==> config.mk <==
export PLATFORM = sky130hd
export DESIGN_NAME = gradient_color_sampler_flat
export DESIGN_NICKNAME = d
export VERILOG_FILES = /design/src/hw/rtl/gcs_pkg.sv /design/src/hw/rtl/gcs_channel_if.sv /design/src/hw/rtl/gradient_color_sampler.sv /design/src/flat_wrapper.sv
export SDC_FILE = /design/constraint.sdc
export NUM_CORES = 2
export LEC_CHECK = 0
export ABC_AREA = 1
export BUFFER_PORTS_ARGS = -buffer_cell sky130_fd_sc_hd__buf_2
export CAP_MARGIN = 20
export CELL_PAD_IN_SITES_DETAIL_PLACEMENT = 0
export CELL_PAD_IN_SITES_GLOBAL_PLACEMENT = 1
export CORE_MARGIN = 2
export CORE_UTILIZATION = 46
export CTS_BUF_LIST = sky130_fd_sc_hd__clkbuf_8
export CTS_CLUSTER_SIZE = 25
export DETAILED_ROUTE_END_ITERATION = 7
export MAX_ROUTING_LAYER = met4
export PLACE_DENSITY_LB_ADDON = 0.1
export SLEW_MARGIN = 10
export SYNTH_ARGS = -nofsm -noshare
export SYNTH_HDL_FRONTEND = slang
export SYNTH_SLANG_ARGS = --single-unit
==> constraint.sdc <==
create_clock -name clock -period 5.7 [get_ports clock]
set_input_delay 0.57 -clock clock [delete_from_list [all_inputs] [get_ports clock]]
set_output_delay 0.57 -clock clock [all_outputs]
set_load 0.02 [all_outputs]
==> src/hw/rtl/gcs_pkg.sv <==
// ----------------------------------------------------------------------------
// Gradient color sampler package
// Widths, register indexes and types shared by the sampler files.
// ----------------------------------------------------------------------------
package gcs_pkg;

   // Position is signed Q2.16.
   localparam int POS_W   = 19;
   localparam int FRAC_W  = 16;

   // Color packing: four 8-bit channels, red in the low byte.
   localparam int CHAN_W   = 8;
   localparam int CHANNELS = 4;
   localparam int COLOR_W  = CHAN_W * CHANNELS;

   // Stop storage and the limit on stops in use.
   localparam int STOP_REGS  = 4;
   localparam int MAX_STOPS  = 4;
   localparam int STOP_LIMIT = (STOP_REGS < MAX_STOPS) ? STOP_REGS : MAX_STOPS;
   localparam int COUNT_W    = 3;
   localparam int IDX_W      = $clog2(STOP_REGS);

   // Scaled position: 16-bit fraction times the last stop index.
   localparam int SCALED_W = FRAC_W + IDX_W;

   // Blend arithmetic widths.
   localparam int DIFF_W = CHAN_W + 1;
   localparam int PROD_W = DIFF_W + FRAC_W;
   localparam int ACC_W  = PROD_W + 1;

   // Configuration port.
   localparam int CSR_IDX_W  = 3;
   localparam int CSR_DATA_W = COLOR_W;

   localparam logic [CSR_IDX_W-1:0] REG_STOP_COUNT   = 3'd0;
   localparam logic [CSR_IDX_W-1:0] REG_STOP_COLOR_0 = 3'd1;
   localparam logic [CSR_IDX_W-1:0] REG_STOP_COLOR_1 = 3'd2;
   localparam logic [CSR_IDX_W-1:0] REG_STOP_COLOR_2 = 3'd3;
   localparam logic [CSR_IDX_W-1:0] REG_STOP_COLOR_3 = 3'd4;

   // How a request's color is formed.
   typedef enum logic [1:0] {
      KIND_ZERO,
      KIND_FIRST,
      KIND_LAST,
      KIND_BLEND
   } kind_type;

   typedef logic [COLOR_W-1:0] color_type;

endpackage

==> src/hw/rtl/gcs_channel_if.sv <==
// ----------------------------------------------------------------------------
// Gradient color sampler channels
// Valid/ready interfaces for the position request and the color response.
// ----------------------------------------------------------------------------

// Request channel: one gradient position.
interface gcs_req_if;
   import gcs_pkg::*;

   logic                    valid;
   logic                    ready;
   logic signed [POS_W-1:0] position;

   modport source (output valid, output position, input ready);
   modport sink (input valid, input position, output ready);
endinterface

// Response channel: one RGBA color.
interface gcs_rsp_if;
   import gcs_pkg::*;

   logic              valid;
   logic              ready;
   logic [CHAN_W-1:0] red;
   logic [CHAN_W-1:0] green;
   logic [CHAN_W-1:0] blue;
   logic [CHAN_W-1:0] alpha;

   modport source (output valid, output red, output green, output blue, output alpha,
                   input ready);
   modport sink (input valid, input red, input green, input blue, input alpha,
                 output ready);
endinterface

==> src/hw/rtl/gradient_color_sampler.sv <==
// Throughput: one request per cycle while rsp is ready; the four pipeline stages each
// hold one request. A stalled response holds the pipeline back stage by stage, bubbles
// are squeezed out. Reset clears all pipeline valid bits and sets stop_count and every
// stop color to zero.
// ----------------------------------------------------------------------------
// Gradient color sampler
// Interpolates an RGBA color between evenly spaced color stops for a Q2.16
// position, in four register stages: classify and scale, stop select,
// channel multiply, round and output.
// ----------------------------------------------------------------------------
module gradient_color_sampler #(
   parameter int MAX_STOPS = gcs_pkg::MAX_STOPS
) (
   input  logic                           clock,
   input  logic                           reset,
   input  logic                           csr_write,
   input  logic [gcs_pkg::CSR_IDX_W-1:0]  csr_index,
   input  logic [gcs_pkg::CSR_DATA_W-1:0] csr_wdata,
   gcs_req_if.sink                        req,
   gcs_rsp_if.source                      rsp
);
   import gcs_pkg::*;

   localparam logic [ACC_W-1:0] HALF_Q16 = ACC_W'(1) << (FRAC_W - 1);

   // Stops in use never exceed the stop registers or the stop limit.
   localparam int STOP_USED_MAX = (STOP_REGS < MAX_STOPS) ? STOP_REGS : MAX_STOPS;

   // Configuration registers.
   logic [COUNT_W-1:0] stop_count_ff;
   color_type          stop_color_ff [STOP_REGS];

   // Stage valid bits and per-stage advance.
   logic v1_ff, v2_ff, v3_ff, v4_ff;
   logic rdy1, rdy2, rdy3, rdy4;

   // Stage 1: classification and scaled position.
   kind_type              kind1_in, kind1_ff;
   logic [SCALED_W-1:0]   scaled1_in, scaled1_ff;
   logic [IDX_W-1:0]      last1_in, last1_ff;
   logic [COUNT_W-1:0]    n_eff;

   // Stage 2: end colors and fraction.
   color_type             col_a2_in, col_a2_ff;
   color_type             col_b2_in, col_b2_ff;
   logic [FRAC_W-1:0]     frac2_in, frac2_ff;
   logic [IDX_W-1:0]      seg;

   // Stage 3: start channel and weighted difference per lane.
   logic [CHAN_W-1:0]        ca3_in [CHANNELS];
   logic [CHAN_W-1:0]        ca3_ff [CHANNELS];
   logic signed [PROD_W-1:0] prod3_in [CHANNELS];
   logic signed [PROD_W-1:0] prod3_ff [CHANNELS];

   // Stage 4: rounded output color.
   color_type             out4_in, out4_ff;

   // Configuration write decode.
   always_ff @(posedge clock) begin
      if (reset) begin
         stop_count_ff <= '0;
         for (int i = 0; i < STOP_REGS; i++) begin
            stop_color_ff[i] <= '0;
         end
      end else if (csr_write) begin
         unique case (csr_index)
            REG_STOP_COUNT:   stop_count_ff    <= csr_wdata[COUNT_W-1:0];
            REG_STOP_COLOR_0: stop_color_ff[0] <= csr_wdata;
            REG_STOP_COLOR_1: stop_color_ff[1] <= csr_wdata;
            REG_STOP_COLOR_2: stop_color_ff[2] <= csr_wdata;
            REG_STOP_COLOR_3: stop_color_ff[3] <= csr_wdata;
            default: ;
         endcase
      end
   end

   // Each stage moves when it is empty or the stage after it moves.
   assign rdy4      = !v4_ff || rsp.ready;
   assign rdy3      = !v3_ff || rdy4;
   assign rdy2      = !v2_ff || rdy3;
   assign rdy1      = !v1_ff || rdy2;
   assign req.ready = rdy1;

   always_ff @(posedge clock) begin
      if (reset) begin
         v1_ff <= 1'b0;
         v2_ff <= 1'b0;
         v3_ff <= 1'b0;
         v4_ff <= 1'b0;
      end else begin
         if (rdy1) begin
            v1_ff <= req.valid;
         end
         if (rdy2) begin
            v2_ff <= v1_ff;
         end
         if (rdy3) begin
            v3_ff <= v2_ff;
         end
         if (rdy4) begin
            v4_ff <= v3_ff;
         end
      end
   end

   // Stage 1: clamp the stop count, classify the position and scale it.
   always_comb begin
      n_eff = (stop_count_ff > COUNT_W'(STOP_USED_MAX)) ? COUNT_W'(STOP_USED_MAX)
                                                         : stop_count_ff;
      last1_in = IDX_W'(n_eff - COUNT_W'(1));
      if (n_eff == '0) begin
         kind1_in = KIND_ZERO;
      end else if (n_eff == COUNT_W'(1) || req.position[POS_W-1] || req.position == '0) begin
         kind1_in = KIND_FIRST;
      end else if (req.position[POS_W-2:FRAC_W] != '0) begin
         kind1_in = KIND_LAST;
      end else begin
         kind1_in = KIND_BLEND;
      end
      scaled1_in = SCALED_W'(req.position[FRAC_W-1:0]) * SCALED_W'(last1_in);
   end

   always_ff @(posedge clock) begin
      if (rdy1) begin
         kind1_ff   <= kind1_in;
         scaled1_ff <= scaled1_in;
         last1_ff   <= last1_in;
      end
   end

   // Stage 2: pick the two stop colors; fixed colors use a zero fraction.
   always_comb begin
      seg       = scaled1_ff[SCALED_W-1:FRAC_W];
      col_a2_in = '0;
      col_b2_in = '0;
      frac2_in  = '0;
      case (kind1_ff)
         KIND_ZERO: begin
            col_a2_in = '0;
         end
         KIND_FIRST: begin
            col_a2_in = stop_color_ff[0];
            col_b2_in = stop_color_ff[0];
         end
         KIND_LAST: begin
            col_a2_in = stop_color_ff[last1_ff];
            col_b2_in = stop_color_ff[last1_ff];
         end
         default: begin
            // A segment at or past the last stop falls back to the last stop.
            if (seg >= last1_ff) begin
               col_a2_in = stop_color_ff[last1_ff];
               col_b2_in = stop_color_ff[last1_ff];
            end else begin
               col_a2_in = stop_color_ff[seg];
               col_b2_in = stop_color_ff[seg + IDX_W'(1)];
               frac2_in  = scaled1_ff[FRAC_W-1:0];
            end
         end
      endcase
   end

   always_ff @(posedge clock) begin
      if (rdy2) begin
         col_a2_ff <= col_a2_in;
         col_b2_ff <= col_b2_in;
         frac2_ff  <= frac2_in;
      end
   end

   // Stage 3: per channel, (b - a) times the fraction, both widened to the product.
   always_comb begin
      logic signed [DIFF_W-1:0] diff;
      for (int k = 0; k < CHANNELS; k++) begin
         ca3_in[k]   = col_a2_ff[k*CHAN_W +: CHAN_W];
         diff        = $signed({1'b0, col_b2_ff[k*CHAN_W +: CHAN_W]})
                     - $signed({1'b0, col_a2_ff[k*CHAN_W +: CHAN_W]});
         prod3_in[k] = PROD_W'(diff) * PROD_W'($signed({1'b0, frac2_ff}));
      end
   end

   always_ff @(posedge clock) begin
      if (rdy3) begin
         for (int k = 0; k < CHANNELS; k++) begin
            ca3_ff[k]   <= ca3_in[k];
            prod3_ff[k] <= prod3_in[k];
         end
      end
   end

   // Stage 4: a * 65536 + product + half, then keep the integer byte.
   always_comb begin
      logic [ACC_W-1:0] acc;
      for (int k = 0; k < CHANNELS; k++) begin
         acc = {{(ACC_W - CHAN_W - FRAC_W){1'b0}}, ca3_ff[k], {FRAC_W{1'b0}}}
             + {prod3_ff[k][PROD_W-1], prod3_ff[k]}
             + HALF_Q16;
         out4_in[k*CHAN_W +: CHAN_W] = acc[FRAC_W +: CHAN_W];
      end
   end

   always_ff @(posedge clock) begin
      if (rdy4) begin
         out4_ff <= out4_in;
      end
   end

   // Response drive.
   assign rsp.valid = v4_ff;
   assign rsp.red   = out4_ff[0*CHAN_W +: CHAN_W];
   assign rsp.green = out4_ff[1*CHAN_W +: CHAN_W];
   assign rsp.blue  = out4_ff[2*CHAN_W +: CHAN_W];
   assign rsp.alpha = out4_ff[3*CHAN_W +: CHAN_W];

endmodule

==> src/flat_wrapper.sv <==
// flat-port wrapper written by rule: the top's interface ports become plain ports
module gradient_color_sampler_flat import gcs_pkg::*;
#(
   parameter int MAX_STOPS = gcs_pkg::MAX_STOPS
)
  (clock, reset, csr_write, csr_index, csr_wdata, req_valid, req_position, req_ready, rsp_valid, rsp_red, rsp_green, rsp_blue, rsp_alpha, rsp_ready);
  gcs_req_if req_i ();
  gcs_rsp_if rsp_i ();
  input  logic clock;
  input  logic reset;
  input  logic csr_write;
  input  logic [gcs_pkg::CSR_IDX_W-1:0] csr_index;
  input  logic [gcs_pkg::CSR_DATA_W-1:0] csr_wdata;
  input wire logic [$bits(req_i.valid)-1:0] req_valid;
  input wire logic [$bits(req_i.position)-1:0] req_position;
  output wire logic [$bits(req_i.ready)-1:0] req_ready;
  output wire logic [$bits(rsp_i.valid)-1:0] rsp_valid;
  output wire logic [$bits(rsp_i.red)-1:0] rsp_red;
  output wire logic [$bits(rsp_i.green)-1:0] rsp_green;
  output wire logic [$bits(rsp_i.blue)-1:0] rsp_blue;
  output wire logic [$bits(rsp_i.alpha)-1:0] rsp_alpha;
  input wire logic [$bits(rsp_i.ready)-1:0] rsp_ready;
  assign req_i.valid = req_valid;
  assign req_i.position = req_position;
  assign req_ready = req_i.ready;
  assign rsp_valid = rsp_i.valid;
  assign rsp_red = rsp_i.red;
  assign rsp_green = rsp_i.green;
  assign rsp_blue = rsp_i.blue;
  assign rsp_alpha = rsp_i.alpha;
  assign rsp_i.ready = rsp_ready;
  gradient_color_sampler #(.MAX_STOPS(MAX_STOPS)) u_core (.clock(clock), .reset(reset), .csr_write(csr_write), .csr_index(csr_index), .csr_wdata(csr_wdata), .req(req_i), .rsp(rsp_i));
endmodule
# ---- Word level (Yosys, flattened, before mapping)
# Memory sizes are Yosys's and may differ from the RTL's. A register that Yosys moved wholly into a read port is not among the register bits.
# Index checks and enable logic that the tools add are counted.
dict set report op_classes {
  add_sub_neg 14
  mul 5
  div_mod_pow 0
  order_cmp 2
  n_eq_ne 7
  shifts 0
  mux 33
  bitwise_logic 4
  n_reduce_logical 18
}
# op n
set ops {}
lappend ops {{2-to-1 mux 32 bit} 6}
lappend ops {{one-hot mux 32 bit (3 select lines)} 2}
lappend ops {{multiplier 9 x 17 -> 25 bit} 4}
lappend ops {{adder 24 x 16 -> 24 bit, second input constant} 4}
lappend ops {{adder 24 bit} 4}
lappend ops {{subtractor 8 x 8 -> 9 bit} 4}
lappend ops {{2-to-1 mux 1 bit} 22}
lappend ops {{logical NOT 19 bit} 1}
lappend ops {{multiplier 16 x 2 -> 18 bit} 1}
lappend ops {{== test 3 x 1 -> 1 bit, second input constant} 2}
lappend ops {{== test 3 x 2 -> 1 bit, second input constant} 2}
lappend ops {{logical NOT 3 bit} 2}
lappend ops {{logical OR 1 bit} 6}
lappend ops {{logical NOT 1 bit} 4}
lappend ops {{2-to-1 mux 2 bit} 2}
lappend ops {{OR 1 bit} 4}
lappend ops {{OR reduction 4 bit} 1}
lappend ops {{== test 3 bit, second input constant} 1}
lappend ops {{> comparator 3 bit, second input constant} 1}
lappend ops {{2-to-1 mux 3 bit} 1}
lappend ops {{adder 2 x 1 -> 2 bit, second input constant} 1}
lappend ops {{== test 2 x 1 -> 1 bit, second input constant} 1}
lappend ops {{== test 2 bit, second input constant} 1}
lappend ops {{greater-or-equal comparator 2 bit} 1}
lappend ops {{other kinds (5)} 5}
dict set report totals {
  ff_bits 141
  latch_bits 0
  ramBits 260
  rom_bits 0
  memories 3
}
# name words width rd rd_ports_with_merged_regs write_ports line
set memory_table {}
lappend memory_table {u_core.stop_color_ff 4 32 4 2 4 gradient_color_sampler.sv:31} ;# color_type stop_color_ff [STOP_REGS];
lappend memory_table {u_core.prod3_ff 4 25 4 0 4 gradient_color_sampler.sv:53} ;# logic signed [PROD_W-1:0] prod3_ff [CHANNELS];
lappend memory_table {u_core.ca3_ff 4 8 4 0 4 gradient_color_sampler.sv:51} ;# logic [CHAN_W-1:0] ca3_ff [CHANNELS];

# ---- Depth between registers and ports, before layout
dict set report logic_depth {
  word_depth 6
  ltp_mapped 31
  mapped_depth_nobuf 31
}

# ---- Least setup slack after synthesis
# No wires, ideal clock.
dict set report synth_path {
  kind {flip-flop to flip-flop}
  startpoint {register u_core.col_a2_ff[16]}
  endpoint {memory u_core.prod3_ff[2][21] (netlist bit), data pin}
  arrival_ns 5.528
  required_time_ns 5.448
  slack_ns -0.080
  path_stages_with_launch 26
  n_path_buf 1
  path_cell_list {edfxtp_1 -> ha_1 -> fa_1 -> xnor2_1 -> clkbuf_1 -> nand2_1 -> fa_1 -> inv_1 -> fa_1 -> fa_1 -> fa_1 -> inv_1 -> fa_1 -> inv_1 -> ha_1 -> nand2_1 -> inv_1 -> and3_1 -> nand2_1 -> nand2_1 -> nand2_1 -> nand2_1 -> nand2_1 -> nand2_1 -> nand2_1 -> nand2_1}
}
# item line
set synth_lines {}
lappend synth_lines {{start, declared} gradient_color_sampler.sv:44} ;# color_type col_a2_in, col_a2_ff;
lappend synth_lines {{start signal, assigned} gradient_color_sampler.sv:165} ;# col_a2_ff <= col_a2_in;
lappend synth_lines {{end, declared} gradient_color_sampler.sv:53}

==> results.cfg <==
[status]
status = finished with violations
failed_checks = setup timing

[sta]
worst-slew-pin-transition_ns = 1.12
setup_viol = 2
clock_skew_ns = 0.0353
timing.setup.tns_ns = -0.0309
post-route-min-period_ns = 5.72
achievable-frequency_mhz = 175
layout_setup_ws_ns = -0.0220
final_hold_viol_count = 0
finalCritPeriodShare_pct = 100
maxSlewHeadroom_pct = 25.4
final_max_tran_viols = 0
grt_setup_unrepaired = yes

[final_layout]
final_core_util_pct = 54.8
layout.cells.most_common = sky130_fd_sc_hd__nand2_1
fin_nets = 5426
final_cell_mix = sky130_fd_sc_hd__nand2_1 (795), sky130_fd_sc_hd__inv_1 (708), sky130_fd_sc_hd__nor2_1 (582)
finish.cell_count_without_fillers = 5772
area_growth_syn_to_layout_pct = 18.4
fraction_of_layout_instances_using_a_drive_strength_above_1_pct = 20.1

[pwr]
power.share.switching_pct = 42.6
p_leak_nw = 21.5
net-switching-power_w = 0.00575
ir_worst_vdd_uv = 195
share_clk_of_total_power_pct = 17.0
cellInternalPower_w = 0.00775
power.density_cell_area_nw_per_um2 = 307
combinational_group_share_of_total_power_pct = 56.6
p_seq_share_pct = 26.5

[placed_design]
globalplace.congestion = 0.891
post-place-cells = 5629
io_buffers = 92
hpwlAfterDp_mm = 79.5

[die]
top_level_i_o_count = 93
floorplan.die_area_um2 = 82900
die_y_um = 288
floorplan.die.width_um = 288
row_count = 104
core_um2 = 80200
starting_density_of_the_core_pct = 46.2

[yosys]
netlist_area_um2 = 37100
synth_warnings = 0
synthDistinctLibCells = 49
synth_edf_count = 330
syn-mean-instance-area_um2 = 8.47
post_synth_arst_share_pct = 0
synth_fp_nets = 5140
cell_count_after_synthesis = 4377
synth_flop_cell = sky130_fd_sc_hd__edfxtp_1
seq_area_frac_synth_pct = 27.3
seq_cells_post_synth = 341

[grt]
track_usage_pct = 27.1
vias_in_the_first_global_route = 29739
grt_remaining_overflow = 0
antenna_violations_before_repair = 5
grt_pass1_wl_mm = 168
maximum_number_of_pins_on_one_net_before_global_route_repair = 97

[drt]
postRouteWirelength_mm = 108
antenna_violating_nets_post_route = 0
drt_pass1_iterations = 7
drt_first_iter_violations = 1928
detail_route.drc_violations = 0
vias_per_cell = 5.17
vias = 29853
drt-wirelength-per-cell_um = 18.7

[clocking]
cts_tree = done
numClockSinks = 341
cts_made_buffers = 61
clock_latency_ns = 0.69
cts.htree.levels = 2
clock-root-buffer = sky130_fd_sc_hd__clkbuf_8
cts.clk_slew.worst_paths_ns = 0.06
cts_max_path_buffers = 3

[setup_path]
worstSetupEndpointType = flip-flop
startpoint_type = flip-flop
timing_worst_setup_path_type = flip-flop to flip-flop
crit_required_ns = 6.12
timing.reg2reg.worst_path_depth = 27
cp_data_arrival_time_ns = 6.14
critical_path.max_fanout = 12

[hold_path]
hold_depth = 3
hold_class = primary input to flip-flop

[run]
cap_viol_max_count = 0
power groups by stage:
stage / Sequential (W) / Combinational [W] / Clock [W]
detailed placement: 0.00360 / 0.00636 / 0
floorplan: 0.00363 / 0.00396 / 0
CTS: 0.00357 / 0.00664 / 0.00235
finish: 0.00357 / 0.00763 / 0.00229
global route: 0.00361 / 0.00846 / 0.00245
global placement: 0.00361 / 0.00635 / 0
cells in the mapped netlist (all sizes together), types with 9 or more instances:
cell | n | area share, %
edfxtp | 330 | 27
nor3 | 17 | 0.23
nor4 | 9 | 0.15
or2 | 37 | 0.62
o21ai | 166 | 2.3
a21oi | 226 | 3.1
nand4 | 31 | 0.52
dfxtp | 11 | 0.59
inv | 747 | 7.6
xor2 | 75 | 1.9
fa | 401 | 22
clkbuf | 135 | 1.4
o21bai | 15 | 0.33
buf | 55 | 0.84
o221ai | 32 | 1.3
nand3 | 108 | 1.5
xnor2 | 24 | 0.57
o211ai | 75 | 1.9
a21o | 11 | 0.22
nor2 | 633 | 6.4
o22ai | 33 | 0.56
nand2 | 865 | 8.8
ha | 303 | 10
critical path, stage by stage, from the launching register on:
cell	delay [ns]
sky130_fd_sc_hd__edfxtp_1	0.40
sky130_fd_sc_hd__ha_2	0.19
sky130_fd_sc_hd__fa_2	0.34
sky130_fd_sc_hd__o21ai_2	0.19
sky130_fd_sc_hd__o21ai_2	0.11
sky130_fd_sc_hd__o21bai_2	0.18
sky130_fd_sc_hd__xor2_2	0.11
sky130_fd_sc_hd__buf_4	0.15
sky130_fd_sc_hd__buf_6	0.13
sky130_fd_sc_hd__inv_8	0.11
sky130_fd_sc_hd__nor2_1	0.08
sky130_fd_sc_hd__fa_1	0.54
sky130_fd_sc_hd__inv_1	0.05
sky130_fd_sc_hd__fa_1	0.47
sky130_fd_sc_hd__inv_1	0.05
sky130_fd_sc_hd__fa_1	0.47
sky130_fd_sc_hd__inv_1	0.05
sky130_fd_sc_hd__fa_1	0.49
sky130_fd_sc_hd__inv_1	0.07
sky130_fd_sc_hd__ha_4	0.22
sky130_fd_sc_hd__ha_4	0.28
sky130_fd_sc_hd__nand2_1	0.07
sky130_fd_sc_hd__nor2_2	0.17
sky130_fd_sc_hd__nand2_2	0.08
sky130_fd_sc_hd__nor3_2	0.19
sky130_fd_sc_hd__nand3_2	0.13
sky130_fd_sc_hd__nand4_1	0.11
sky130_fd_sc_hd__nand2_1	0.05
cell families (layout without fill, tap and decap cells):
family	Yosys count	after routing	share of synthesized area, %
adders and majority gates	704	704	31.9
xor gates and xnor gates	99	99	2.50
DFF	341	341	27.3
other	0	1	0
AOI/OAI and AO/OA	580	580	10.1
buffers and inverters	944	1278	9.84
and+or+nand+nor	1709	1709	18.3
path summary, 6_finish.rpt:
kind | slack [ns] | to | startpoint
max | -0.02 | u_core.prod3_ff[1][22] | u_core.col_a2_ff[8]
min reg2reg | 0.46 | u_core.ca3_ff[1][6] | u_core.col_a2_ff[14]
max reg2reg | -0.02 | u_core.prod3_ff[1][22] | u_core.col_a2_ff[8]
min | 0.13 | u_core.v1_ff | req_valid
per-layer routing:
metal / GRT usage, % / wire (um)
met2: 45.3 / 53000
met3: 3.11 / 5640
met5: - / 0
met4: 6.10 / 2490
met1: 35.5 / 47000
per-stage QoR:
step                hold slack (ns)  setup WS (ns)  instance area [um^2]  power [W]
floorplan                     0.426         0.0252                 37100    0.00758
global placement              0.441         -0.189                 40400    0.00995
detailed placement            0.434         -0.233                 40400    0.00996
CTS                          0.0784        -0.0485                 42000     0.0126
global route                  0.135         -0.302                 43900     0.0145
finish                        0.128        -0.0220                 43900     0.0135
flip-flops by register name, summed over array words and instances, names as in the netlist, 2 cells and up, named ones only:
signal / flops
u_core.col_a2_ff: 32
u_core.frac2_ff: 16
u_core.scaled1_ff: 18
u_core.stop_count_ff: 3
u_core.stop_color_ff: 128
u_core.col_b2_ff: 32
u_core.last1_ff: 2
u_core.kind1_ff: 2
u_core.ca3_ff: 32
u_core.prod3_ff: 36
u_core.out4_ff: 32
cell type report:
cell class / instances / area [um^2]
inverters: 754 / 2860
repair buffers: 413 / 3100
clock buffers: 64 / 881
diodes: 1 / 2.50
flip-flops and latches: 341 / 10100
clock inverters: 47 / 287
multi-input cells: 3092 / 25300
well taps: 1060 / 1330
fillers: 7601 / 36300
timing repair:
action / 4_1_cts / 5_1_grt
setup buffers: 12 / 17
resized for setup: 64 / 354
pin swaps: 44 / 161
setup endpoints to repair: 35 / 36
hold buffers: 0 / 0
gates cloned: 0 / 2
No activity file was read; power rests on OpenSTA's default activity.
